$ cat config.mk
export PLATFORM = sky130hd
export DESIGN_NAME = first_free_or_earliest_room_allocator_unit
export DESIGN_NICKNAME = d
export VERILOG_FILES = /design/src/design/faor_pkg.sv /design/src/design/faor_ctrl.sv /design/src/design/faor_dpath.sv /design/src/design/first_free_or_earliest_room_allocator_unit.sv
export SDC_FILE = /design/constraint.sdc
export NUM_CORES = 2
export LEC_CHECK = 0
export BUFFER_PORTS_ARGS = -buffer_cell sky130_fd_sc_hd__buf_2
export CAP_MARGIN = 40
export CORE_UTILIZATION = 45
export DETAILED_ROUTE_END_ITERATION = 8
export SETUP_SLACK_MARGIN = 0.2
export SLEW_MARGIN = 40
export SYNTH_ARGS = -nofsm -noshare
export SYNTH_HDL_FRONTEND = slang
export SYNTH_SLANG_ARGS = --single-unit
$ cat constraint.sdc
create_clock -name clk -period 11.6 [get_ports clk]
set_input_delay 1.74 -clock clk [delete_from_list [all_inputs] [get_ports clk]]
set_output_delay 1.74 -clock clk [all_outputs]
set_load 0.03 [all_outputs]
$ cat src/design/faor_pkg.sv
// faor_pkg: shared types and constants of the room allocator
// field widths, reset value of the room count register, controller command and status
// no dependencies
`timescale 1ns / 1ps
`default_nettype none

package faor_pkg;

  // field and store widths
  localparam int TIME_W = 32;
  localparam int FREE_W = 40;
  localparam int CNT_W  = 16;
  localparam int ROOM_W = 4;
  localparam int CFG_W  = 5;

  // room count after reset
  localparam logic [CFG_W-1:0] NUM_ROOMS_RST = 5'd16;

  // saturation limits
  localparam logic [FREE_W-1:0] FREE_MAX = {FREE_W{1'b1}};
  localparam logic [CNT_W-1:0]  CNT_MAX  = {CNT_W{1'b1}};

  // controller to datapath
  typedef struct packed {
    logic load;    // capture a new request, reset scan trackers
    logic issue;   // read one room entry at the scan address
    logic update;  // write back chosen room, present result
  } faor_cmd_t;

  // datapath to controller
  typedef struct packed {
    logic issue_last;  // scan address is the last active room
  } faor_sts_t;

endpackage

`default_nettype wire

$ cat src/design/faor_ctrl.sv
// faor_ctrl: sequencing state machine of the room allocator
// steps idle, scan, drain and update; depends on faor_pkg
`timescale 1ns / 1ps
`default_nettype none

module faor_ctrl
  import faor_pkg::*;
(
  input  wire logic      clk,
  input  wire logic      rst_n,
  input  wire logic      start,
  output logic           busy,
  input  faor_sts_t      sts,
  output faor_cmd_t      cmd
);

  localparam logic [1:0] ST_IDLE   = 2'd0;
  localparam logic [1:0] ST_SCAN   = 2'd1;
  localparam logic [1:0] ST_WAIT   = 2'd2;
  localparam logic [1:0] ST_UPDATE = 2'd3;

  logic [1:0] state_r;
  logic [1:0] state_nxt;

  // next state and commands
  always_comb begin
    state_nxt  = state_r;
    cmd        = '0;
    case (state_r)
      ST_IDLE: begin
        if (start) begin
          cmd.load  = 1'b1;
          state_nxt = ST_SCAN;
        end
      end
      ST_SCAN: begin
        cmd.issue = 1'b1;
        if (sts.issue_last) begin
          state_nxt = ST_WAIT;
        end
      end
      ST_WAIT: begin
        state_nxt = ST_UPDATE;
      end
      ST_UPDATE: begin
        cmd.update = 1'b1;
        state_nxt  = ST_IDLE;
      end
      default: begin
        state_nxt = ST_IDLE;
      end
    endcase
  end

  // state register
  always_ff @(posedge clk) begin
    if (!rst_n) begin
      state_r <= ST_IDLE;
    end else begin
      state_r <= state_nxt;
    end
  end

  assign busy = (state_r != ST_IDLE);

endmodule

`default_nettype wire

$ cat src/design/faor_dpath.sv
// faor_dpath: room stores, scan trackers and result registers of the room allocator
// free-time and use-count memories with per-room valid bits; depends on faor_pkg
`timescale 1ns / 1ps
`default_nettype none

module faor_dpath
  import faor_pkg::*;
#(
  parameter int MAX_ROOMS = 16
) (
  input  wire logic              clk,
  input  wire logic              rst_n,
  input  faor_cmd_t              cmd,
  output faor_sts_t              sts,
  input  wire logic              cfg_we,
  input  wire logic [CFG_W-1:0]  cfg_wdata,
  input  wire logic [TIME_W-1:0] in_start_time,
  input  wire logic [TIME_W-1:0] in_end_time,
  input  wire logic              in_is_last,
  output logic                   out_strobe,
  output logic [ROOM_W-1:0]      out_assigned_room,
  output logic                   out_was_delayed,
  output logic [ROOM_W-1:0]      out_most_used_room,
  output logic                   out_batch_done
);

  localparam int IDX_W = (MAX_ROOMS > 1) ? $clog2(MAX_ROOMS) : 1;

  // room count register
  logic [CFG_W-1:0] num_rooms_r;
  logic [IDX_W-1:0] last_idx;

  always_ff @(posedge clk) begin
    if (!rst_n) begin
      num_rooms_r <= NUM_ROOMS_RST;
    end else if (cfg_we) begin
      num_rooms_r <= cfg_wdata;
    end
  end

  // last active room index, count clamped to one and to the built maximum
  always_comb begin
    if (num_rooms_r == '0) begin
      last_idx = '0;
    end else if (32'(num_rooms_r) > 32'(MAX_ROOMS)) begin
      last_idx = IDX_W'(MAX_ROOMS - 1);
    end else begin
      last_idx = IDX_W'(num_rooms_r - 5'd1);
    end
  end

  // captured request
  logic [TIME_W-1:0] start_r;
  logic [TIME_W-1:0] dur_r;
  logic [TIME_W-1:0] stop_r;
  logic              last_r;

  always_ff @(posedge clk) begin
    if (cmd.load) begin
      start_r <= in_start_time;
      last_r  <= in_is_last;
      if (in_end_time > in_start_time) begin
        dur_r  <= in_end_time - in_start_time;
        stop_r <= in_end_time;
      end else begin
        dur_r  <= '0;
        stop_r <= in_start_time;
      end
    end
  end

  // scan address
  logic [IDX_W-1:0] addr_r;

  always_ff @(posedge clk) begin
    if (cmd.load) begin
      addr_r <= '0;
    end else if (cmd.issue) begin
      addr_r <= addr_r + 1'b1;
    end
  end

  assign sts.issue_last = (addr_r == last_idx);

  // valid bits: an entry never written since the last clear reads as zero
  logic [MAX_ROOMS-1:0] valid_r;
  logic [IDX_W-1:0]     sel;

  always_ff @(posedge clk) begin
    if (!rst_n) begin
      valid_r <= '0;
    end else if (cmd.update) begin
      if (last_r) begin
        valid_r <= '0;
      end else begin
        valid_r[sel] <= 1'b1;
      end
    end
  end

  // room stores with registered read
  logic [FREE_W-1:0] free_mem [MAX_ROOMS];
  logic [CNT_W-1:0]  cnt_mem  [MAX_ROOMS];
  logic [FREE_W-1:0] free_q;
  logic [CNT_W-1:0]  cnt_q;
  logic [FREE_W-1:0] free_new;
  logic [CNT_W-1:0]  cnt_new;

  always_ff @(posedge clk) begin
    if (cmd.update) begin
      free_mem[sel] <= free_new;
    end
    if (cmd.issue) begin
      free_q <= free_mem[addr_r];
    end
  end

  always_ff @(posedge clk) begin
    if (cmd.update) begin
      cnt_mem[sel] <= cnt_new;
    end
    if (cmd.issue) begin
      cnt_q <= cnt_mem[addr_r];
    end
  end

  // read pipeline tag
  logic             rd_vld_r;
  logic             rd_ok_r;
  logic [IDX_W-1:0] rd_idx_r;

  always_ff @(posedge clk) begin
    if (!rst_n) begin
      rd_vld_r <= 1'b0;
    end else begin
      rd_vld_r <= cmd.issue;
    end
  end

  always_ff @(posedge clk) begin
    if (cmd.issue) begin
      rd_idx_r <= addr_r;
      rd_ok_r  <= valid_r[addr_r];
    end
  end

  // scan trackers: first free room, earliest-free room, most used room
  logic [FREE_W-1:0] rd_free;
  logic [CNT_W-1:0]  rd_cnt;
  logic              found_r;
  logic [IDX_W-1:0]  chosen_r;
  logic [CNT_W-1:0]  chosen_cnt_r;
  logic [IDX_W-1:0]  best_r;
  logic [FREE_W-1:0] best_free_r;
  logic [CNT_W-1:0]  best_cnt_r;
  logic [IDX_W-1:0]  top_r;
  logic [CNT_W-1:0]  top_cnt_r;

  assign rd_free = rd_ok_r ? free_q : '0;
  assign rd_cnt  = rd_ok_r ? cnt_q  : '0;

  always_ff @(posedge clk) begin
    if (cmd.load) begin
      found_r   <= 1'b0;
      top_r     <= '0;
      top_cnt_r <= '0;
    end else if (rd_vld_r) begin
      if (!found_r && (rd_free <= {{(FREE_W-TIME_W){1'b0}}, start_r})) begin
        found_r      <= 1'b1;
        chosen_r     <= rd_idx_r;
        chosen_cnt_r <= rd_cnt;
      end
      if ((rd_idx_r == '0) || (rd_free < best_free_r)) begin
        best_r      <= rd_idx_r;
        best_free_r <= rd_free;
        best_cnt_r  <= rd_cnt;
      end
      if (rd_cnt > top_cnt_r) begin
        top_r     <= rd_idx_r;
        top_cnt_r <= rd_cnt;
      end
    end
  end

  // update values for the chosen room
  logic [CNT_W-1:0]  sel_cnt;
  logic [FREE_W:0]   free_sum;
  logic [IDX_W-1:0]  top_new;

  assign sel      = found_r ? chosen_r : best_r;
  assign sel_cnt  = found_r ? chosen_cnt_r : best_cnt_r;
  assign free_sum = {1'b0, best_free_r} + {{(FREE_W+1-TIME_W){1'b0}}, dur_r};

  always_comb begin
    if (found_r) begin
      free_new = {{(FREE_W-TIME_W){1'b0}}, stop_r};
    end else if (free_sum[FREE_W]) begin
      free_new = FREE_MAX;
    end else begin
      free_new = free_sum[FREE_W-1:0];
    end
    cnt_new = (sel_cnt == CNT_MAX) ? sel_cnt : sel_cnt + 1'b1;
  end

  // only the chosen room's count moves, so the leader is the old one or the chosen room
  always_comb begin
    if (sel == top_r) begin
      top_new = top_r;
    end else if (cnt_new > top_cnt_r) begin
      top_new = sel;
    end else if ((cnt_new == top_cnt_r) && (sel < top_r)) begin
      top_new = sel;
    end else begin
      top_new = top_r;
    end
  end

  // result registers
  logic              strobe_r;
  logic [ROOM_W-1:0] assigned_r;
  logic              delayed_r;
  logic [ROOM_W-1:0] most_used_r;
  logic              done_r;

  always_ff @(posedge clk) begin
    if (!rst_n) begin
      strobe_r <= 1'b0;
    end else begin
      strobe_r <= cmd.update;
    end
  end

  always_ff @(posedge clk) begin
    if (cmd.update) begin
      assigned_r  <= ROOM_W'(sel);
      delayed_r   <= ~found_r;
      most_used_r <= ROOM_W'(top_new);
      done_r      <= last_r;
    end
  end

  assign out_strobe         = strobe_r;
  assign out_assigned_room  = assigned_r;
  assign out_was_delayed    = delayed_r;
  assign out_most_used_room = most_used_r;
  assign out_batch_done     = done_r;

endmodule

`default_nettype wire

$ cat src/design/first_free_or_earliest_room_allocator_unit.sv
// first_free_or_earliest_room_allocator_unit: top level of the room allocator
// joins faor_ctrl and faor_dpath; depends on faor_pkg
//
// Usage:
//   A request (start time, end time, last flag) is taken at a rising edge with
//   start high and busy low. It goes to the lowest active room free at its start,
//   else to the room that frees earliest (lowest index on a tie), delayed there.
//   Each request gives one result on the out_ ports, marked by out_strobe for
//   exactly one cycle: assigned room, delayed flag, most used room so far and
//   an echo of the last flag. The receiver cannot stall; results are not held.
//   Steps: one room entry is read per cycle from the free-time and use-count
//   memories for each active room, then a drain step and a write-back step;
//   the result register is loaded at write-back. A new request can be taken
//   in the cycle the result is shown, not before.
//   cfg_we with cfg_wdata writes the room count (0 acts as 1, above MAX_ROOMS
//   acts as MAX_ROOMS); write it only while busy is low.
//   Reset sets the room count to 16 and clears every room's free time and use
//   count at once; a request marked last clears them again after its result.
`timescale 1ns / 1ps
`default_nettype none

module first_free_or_earliest_room_allocator_unit
  import faor_pkg::*;
#(
  parameter int MAX_ROOMS = 16
) (
  input  wire logic              clk,
  input  wire logic              rst_n,
  input  wire logic              cfg_we,
  input  wire logic [CFG_W-1:0]  cfg_wdata,
  input  wire logic              start,
  output logic                   busy,
  input  wire logic [TIME_W-1:0] in_start_time,
  input  wire logic [TIME_W-1:0] in_end_time,
  input  wire logic              in_is_last,
  output logic                   out_strobe,
  output logic [ROOM_W-1:0]      out_assigned_room,
  output logic                   out_was_delayed,
  output logic [ROOM_W-1:0]      out_most_used_room,
  output logic                   out_batch_done
);

  faor_cmd_t cmd;
  faor_sts_t sts;

  // sequencer
  faor_ctrl u_ctrl (
    .clk   (clk),
    .rst_n (rst_n),
    .start (start),
    .busy  (busy),
    .sts   (sts),
    .cmd   (cmd)
  );

  // stores and result path
  faor_dpath #(
    .MAX_ROOMS (MAX_ROOMS)
  ) u_dpath (
    .clk                (clk),
    .rst_n              (rst_n),
    .cmd                (cmd),
    .sts                (sts),
    .cfg_we             (cfg_we),
    .cfg_wdata          (cfg_wdata),
    .in_start_time      (in_start_time),
    .in_end_time        (in_end_time),
    .in_is_last         (in_is_last),
    .out_strobe         (out_strobe),
    .out_assigned_room  (out_assigned_room),
    .out_was_delayed    (out_was_delayed),
    .out_most_used_room (out_most_used_room),
    .out_batch_done     (out_batch_done)
  );

endmodule

`default_nettype wire
# --- Word-level counts from Yosys, hierarchy flattened ---
# Memory sizes are Yosys's and may differ from the RTL's. A register that Yosys moved wholly into a read port is not among the register bits.
# Cells that the tools add are included.
totals:
  out_inout_bits: 12
  elab_cells: 94
  memories: 2
  ramBits: 896
  regBits: 242
op_classes:
  eq_ne: 9
  n_reduce_logical: 14
  muxes: 27
  n_lt_le_gt_ge: 10
  bitwise_logic: 3
  addsub: 5
memory_table:
  columns: ["memory", "depth", "word_bits", "rd", "rd_clocked_by_memory_dff", "wr", "line", "source"]
  rows:
  - ["u_dpath.free_mem", 16, 40, 1, 1, 1, "faor_dpath.sv:102", "logic [FREE_W-1:0] free_mem [MAX_ROOMS];"]
  - ["u_dpath.cnt_mem", 16, 16, 1, 1, 1, "faor_dpath.sv:103", "logic [CNT_W-1:0] cnt_mem [MAX_ROOMS];"]
ops:
  columns: ["cell", "count"]
  rows:
  - ["40-bit 2-to-1 mux", 3]
  - ["16-bit 2-to-1 mux", 4]
  - ["40-bit by 32-bit adder with 41-bit output", 1]
  - ["40-bit by 32-bit less-or-equal comparator with 1-bit output", 1]
  - ["40-bit < comparator", 1]
  - ["16-bit greater-than comparator", 2]
  - ["32-bit greater-than comparator", 1]
  - ["32-bit 2-to-1 mux", 1]
  - ["32-bit subtractor", 1]
  - ["4-bit 2-to-1 mux", 6]
  - ["16-bit by 1-bit adder with 16-bit output, second input constant", 1]
  - ["16-bit == test", 1]
  - ["16-bit == test, second input constant", 1]
  - ["16-bit OR", 1]
  - ["4-bit by 5-bit < comparator with 1-bit output, second input constant", 2]
  - ["4-bit == test", 2]
  - ["1-bit 2-to-1 mux", 8]
  - ["2-bit case mux with 4 select lines", 1]
  - ["2-bit AND reduction", 3]
  - ["3-bit AND reduction", 2]
  - ["5-bit greater-than comparator, second input constant", 1]
  - ["5-bit logical NOT", 1]
  - ["4-bit by 1-bit adder with 4-bit output, second input constant", 1]
  - ["1-bit binary-select mux with 4-bit select", 1]
  - ["other kinds (15)", 21]

# --- Depth between registers and ports, before layout ---
logic_depth:
  depth_word: 8
  depth_mapped: 20

# --- Modules after synthesis ---
# Synthesis repeated with hierarchy kept, for this count alone.
hier_totals:
  hier_cells: 2989
  area_unflattened_um2: 51540.7
by_module_without_submodules:
  columns: ["module", "area_per_inst_um2", "n_inst", "seq_area_each_um2", "cells_per_inst"]
  rows:
  - ["faor_dpath", 51366.8, 1, 35313.9, 2970]
  - ["faor_ctrl", 173.9, 1, 40.0, 19]

# --- Worst setup path after synthesis ---
# Ideal clock, no wire load.
synth_path:
  kind: "register to register"
  start: "register u_dpath.rd_ok_r"
  end: "register u_dpath.best_cnt_r[0] (enable)"
  t_required_ns: 11.013
  path_buffers: 3
  stages_incl_launch_ff: 14
  synth_period_minus_slack_ns: 7.720
  setup_ns: 0.587
  slack_ns: 3.880
  t_arrival_ns: 7.133
  cell_sequence: "edfxtp_1 > clkbuf_1 > clkbuf_1 > clkbuf_1 > and2_1 > ha_1 > a21oi_1 > nor2b_1 > o21ai_0 > a21oi_1 > o2111a_1 > nor3_1 > o211ai_1 > a311oi_1"
synth_between:
  elab_chain_len: 4
synth_lines:
  columns: ["item", "line", "source"]
  rows:
  - ["start, declared", "faor_dpath.sv:129", "logic rd_ok_r;"]
  - ["start signal, assigned", "faor_dpath.sv:143", "rd_ok_r <= valid_r[addr_r];"]
  - ["40-bit 2-to-1 mux", "faor_dpath.sv:159", "assign rd_free = rd_ok_r ? free_q : '0;"]
  - ["net u_dpath.rd_free[17]", "faor_dpath.sv:148", "logic [FREE_W-1:0] rd_free;"]
  - ["40-bit < comparator", "faor_dpath.sv:173", "if ((rd_idx_r == '0) || (rd_free < best_free_r)) begin"]
  - ["1-bit logical OR", "faor_dpath.sv:173", null]
  - ["3-bit AND reduction (no line)", null, null]
  - ["end signal, assigned", "faor_dpath.sv:176", "best_cnt_r <= rd_cnt;"]
  - ["end, declared", "faor_dpath.sv:155", "logic [CNT_W-1:0] best_cnt_r;"]
# The timed path passes the listed nets, and every way through them passes these cells.
# A chain may end at the register's enable or synchronous reset.

# --- Final worst setup path ---
layout_path:
  start: "register u_dpath.found_r"
  end: "register u_dpath.most_used_r[0], in the netlist u_dpath.out_most_used_room[0] (data pin)"
layout_between:
  elab_chain_len: 8
  word_cells_on_any_way: 13
  cone_classes: "add/sub: 1; order compare: 2; eq/ne: 3; mux: 6; reduce/logical: 1"
layout_lines:
  columns: ["item", "line", "source"]
  rows:
  - ["start, declared", "faor_dpath.sv:150", "logic found_r;"]
  - ["start signal, assigned", "faor_dpath.sv:164", "found_r <= 1'b0;"]
  - ["start signal, assigned", "faor_dpath.sv:169", "found_r <= 1'b1;"]
  - ["16-bit 2-to-1 mux (*)", "faor_dpath.sv:191", "assign sel_cnt = found_r ? chosen_cnt_r : best_cnt_r;"]
  - ["16-bit by 1-bit adder with 16-bit output / 16-bit == test (equally long branches)", "faor_dpath.sv:202", "cnt_new = (sel_cnt == CNT_MAX) ? sel_cnt : sel_cnt + 1'b1;"]
  - ["16-bit 2-to-1 mux (*)", "faor_dpath.sv:202", null]
  - ["net u_dpath.cnt_new[9]", "faor_dpath.sv:107", "logic [CNT_W-1:0] cnt_new;"]
  - ["branches (longest 3 deep; another with 16-bit greater-than comparator)", null, null]
  - ["4-bit 2-to-1 mux (*)", "faor_dpath.sv:209", "end else if (cnt_new > top_cnt_r) begin"]
  - ["4-bit 2-to-1 mux (*)", "faor_dpath.sv:207", "if (sel == top_r) begin"]
  - ["net u_dpath.top_new[0]", "faor_dpath.sv:188", "logic [IDX_W-1:0] top_new;"]
  - ["end signal, assigned", "faor_dpath.sv:237", "most_used_r <= ROOM_W'(top_new);"]
  - ["end, declared", "faor_dpath.sv:222", "logic [ROOM_W-1:0] most_used_r;"]
# Mark *: on every way through the listed nets, which the timed path passes.

==> flow_summary.toml <==
[placed_design]
dp_hpwl_mm = 74.1
place.gp.congestion = 0.886
portBuffers = 85

[route]
viasPerCell = 5.84
vias = 27200
drtPass1Iterations = 5
totalWireLength_mm = 125
drt_iter0_drc = 2388
drc = 0
drtAntennaViolNets = 0
routedWlPerCell_um = 26.8

[timing]
finClkSkew_ns = 0.0171
setup_viol = 0
final_max_slew_viol_count = 0
fin_crit_sh_pct = 46.1
max_freq_mhz = 187
slew_headroom_pct = 40.5
hold_viol = 0
rsz0062_at_grt = "no"
hold_slack_ns = 0.466
tns_ns = 0
post-route-min-period_ns = 5.35
tightest_slew_ns = 0.893

[worst_setup_path]
cp.arrival_ns = 5.80
cpMaxStageDelayCell = "xor2_2"
critPathCaptureType = "flip-flop"
path_delay_family = "simple AND/OR/NAND/NOR gates"
cp_cell_sequence = "buf_6 > clkinv_1 > buf_4 > nand3_1 > a21oi_1 > nand4_1 > nor2_1 > a21oi_1 > nand3_1 > xor2_2 > ha_1 > nand4_1 > nor2_1 > and3_1 > and2_1 > o21ai_0 > nand2_1 > a22o_1 > a221o_1 > mux2_2"
critPathMaxStageDelay_ns = 0.60
critPathMaxFanout = 60
worst-r2r-setup-slack_ns = 6.25
cp.required_ns = 12.05
critPathKind = "flip-flop to flip-flop"
start_kind = "flip-flop"
cp_num_buf_inv = 3

[power_and_ir_drop]
powerDensity_mw_per_mm2 = 239
leakagePower_nw = 19.8
max-vdd-ir-drop_mv = 0.158

[floorplanning]
die_x_um = 340
die-area_sq_mm = 0.115
io_pins = 86
rows = 123
start_util_pct = 45.5
core-area_sq_mm = 0.113
die_h_um = 340

[grt]
grt_max_degree = 82
grt_pass1_wl_mm = 185
grt_use_total_pct = 21.8
grt_pass1_vias = 28300
grt_remaining_overflow = 0
antenna_found_initial = 0

[synthesis]
synth-main-ff-cell = "edfxtp_1"
ys_ff_latch = 1194
ys_seq_area_share_pct = 68.9
synth_area_sq_mm = 0.0513
yosysWarnings = 0
syn_inst = 2895
syn_nets = 3150
synth_edf_count = 1144
synth.distinct_cells = 78
synth_area_per_cell_sq_um = 17.7
synthArstFlopShare_pct = 0

[cts]
h-tree-depth = 3
cts-resized-gates = 0
cts_tree = "built"
post_cts.repair.setup_buffers = 0
insertion_delay_ns = 0.70
root_buffer = "clkbuf_16"
clkSlewWorstSetupHoldPaths_ns = 0.06
numCtsBuffers = 116
hold_buffers = 0
clock_sinks = 1194
clockBufferDepth = 3

[layout]
final_cell_mix = "edfxtp_1 (1144), mux4_2 (286), ha_1 (178)"
area_growth_pct = 13.6
final.fill_count = 8905
finish.net_count = 3314
utilization_pct = 51.7
drive_above_1_share_pct = 22.5
layout_commonest_cell = "edfxtp_1"

[hold_path]
hold_class = "flip-flop to flip-flop"

[run_status]
status = "finished, final reports clean"

[flow_run]
cap_violations = 0
cell families (layout without fill, tap and decap cells):
logic type               count (synthesis)  count (layout)  synth area share (%)
other                                    0               1                     0
AND/OR/NAND/NOR                        442             442                  4.32
adder cells (fa/ha/maj)                183             183                  4.48
multiplexers                           365             365                  14.2
XOR/XNOR                                75              75                  1.28
buffers and inverters                  274             540                  2.12
AO/OA/AOI/OAI                          362             362                  4.69
flip-flops                            1194            1194                  68.9
final timing paths:
kind | from | endpoint | cells past startpoint
worst max-delay path | u_dpath.found_r | u_dpath.out_most_used_room[0] | 20
worst min-delay path | u_dpath.valid_r[6] | u_dpath.valid_r[6] | 1
worst max register to register | u_dpath.found_r | u_dpath.out_most_used_room[0] | 20
worst min register to register | u_dpath.valid_r[6] | u_dpath.valid_r[6] | 1
final cells by class:
type / count / area (sq um) / area share [%]
Clock inverter: 86 / 1000 / 1.71
Timing Repair Buffer: 152 / 1200 / 2.06
Multi-Input combinational cell: 1427 / 15200 / 26.1
Clock buffer: 134 / 2990 / 5.13
Antenna cell: 1 / 2.50 / 0.00429
Sequential cell: 1194 / 35400 / 60.7
Inverter: 168 / 633 / 1.09
Tap cell: 1500 / 1880 / 3.22
routing by layer:
layer | global-route usage [%] | part of all wire, % | vias to the layer above
li1 | - | - | 11900
met1 | 29.9 | 44 | 14400
met2 | 37.0 | 50 | 768
met3 | 2.57 | 4.9 | 152
met4 | 5.40 | 1.9 | 0
met5 | 0 | 0 | -
synth_stat cells, types with 4 or more instances:
cell       number  share of area [%]
edfxtp_1     1144                 67
mux4_2        286                 13
ha_1          179                4.4
inv_1         166                1.2
nor2_1        133               0.97
a21oi_1       112                1.1
nand2_1        75               0.55
clkbuf_1       73               0.53
and2_1         57               0.70
o21ai_0        55               0.54
a21o_1         50               0.73
dfxtp_1        50                2.0
xor2_1         41               0.70
mux2i_1        40               0.78
nor3_1         37               0.36
nand4_1        34               0.41
o21a_1         34               0.50
xnor2_1        34               0.58
nor2b_1        29               0.35
mux2_1         26               0.57
nand3_1        23               0.22
buf_1          19               0.14
nand2b_1       18               0.22
mux2_2         13               0.29
a31oi_1        11               0.13
o211ai_1       10               0.15
a2bb2oi_1       9               0.15
and3_1          9               0.11
buf_2           9              0.088
a221oi_1        7               0.12
a211oi_1        6              0.088
a32o_1          5              0.098
nor4_1          5              0.061
o21bai_1        5              0.073
o22ai_1         5              0.061
o31a_1          5              0.085
o31ai_1         5              0.073
a211o_1         4              0.068
and4_1          4              0.068
o22a_1          4              0.068
or2_2           4              0.049
or4_1           4              0.059
power breakdown:
| part | switching, mW | internal [mW] |
|---|---|---|
| sequential | 0.168 | 5.96 |
| clock | 1.66 | 2.28 |
| combinational | 2.45 | 1.39 |
| total | 4.28 | 9.64 |
through the flow:
step           cells  worst slack [ns]  area [sq um]  total power [mW]
6_report        4662              6.25         58300              13.9
5_1_grt         4661              5.84         58300              14.5
4_1_cts         4655              6.05         58100              14.0
3_5_place_dp    4435              6.06         54100              10.0
3_3_place_gp    4427              6.01         53700              9.81
2_1_floorplan   2895              3.88         51300              8.69
flip-flops by register name, summed over array words and instances, names as in the netlist, 5 cells and up:
signal,flops
u_dpath.chosen_cnt_r,16
u_dpath.best_free_r,40
u_dpath.num_rooms_r,5
u_dpath.stop_r,32
u_dpath.cnt_mem,256
u_dpath.free_mem,640
u_dpath.valid_r,16
u_dpath.best_cnt_r,16
u_dpath.top_cnt_r,16
u_dpath.cnt_q,16
u_dpath.dur_r,32
u_dpath.free_q,40
u_dpath.start_r,32
worst reg2reg max path, stage by stage, from the launching register on:
cell and delay [ns]:
dfxtp_4 0.37, buf_6 0.29, clkinv_1 0.12, buf_4 0.36
nand3_1 0.16, a21oi_1 0.38, nand4_1 0.21, nor2_1 0.29
a21oi_1 0.22, nand3_1 0.18, xor2_2 0.60, ha_1 0.38
nand4_1 0.10, nor2_1 0.06, and3_1 0.20, and2_1 0.18
o21ai_0 0.08, nand2_1 0.08, a22o_1 0.18, a221o_1 0.37
mux2_2 0.31
(Power assumes the default switching activity.)
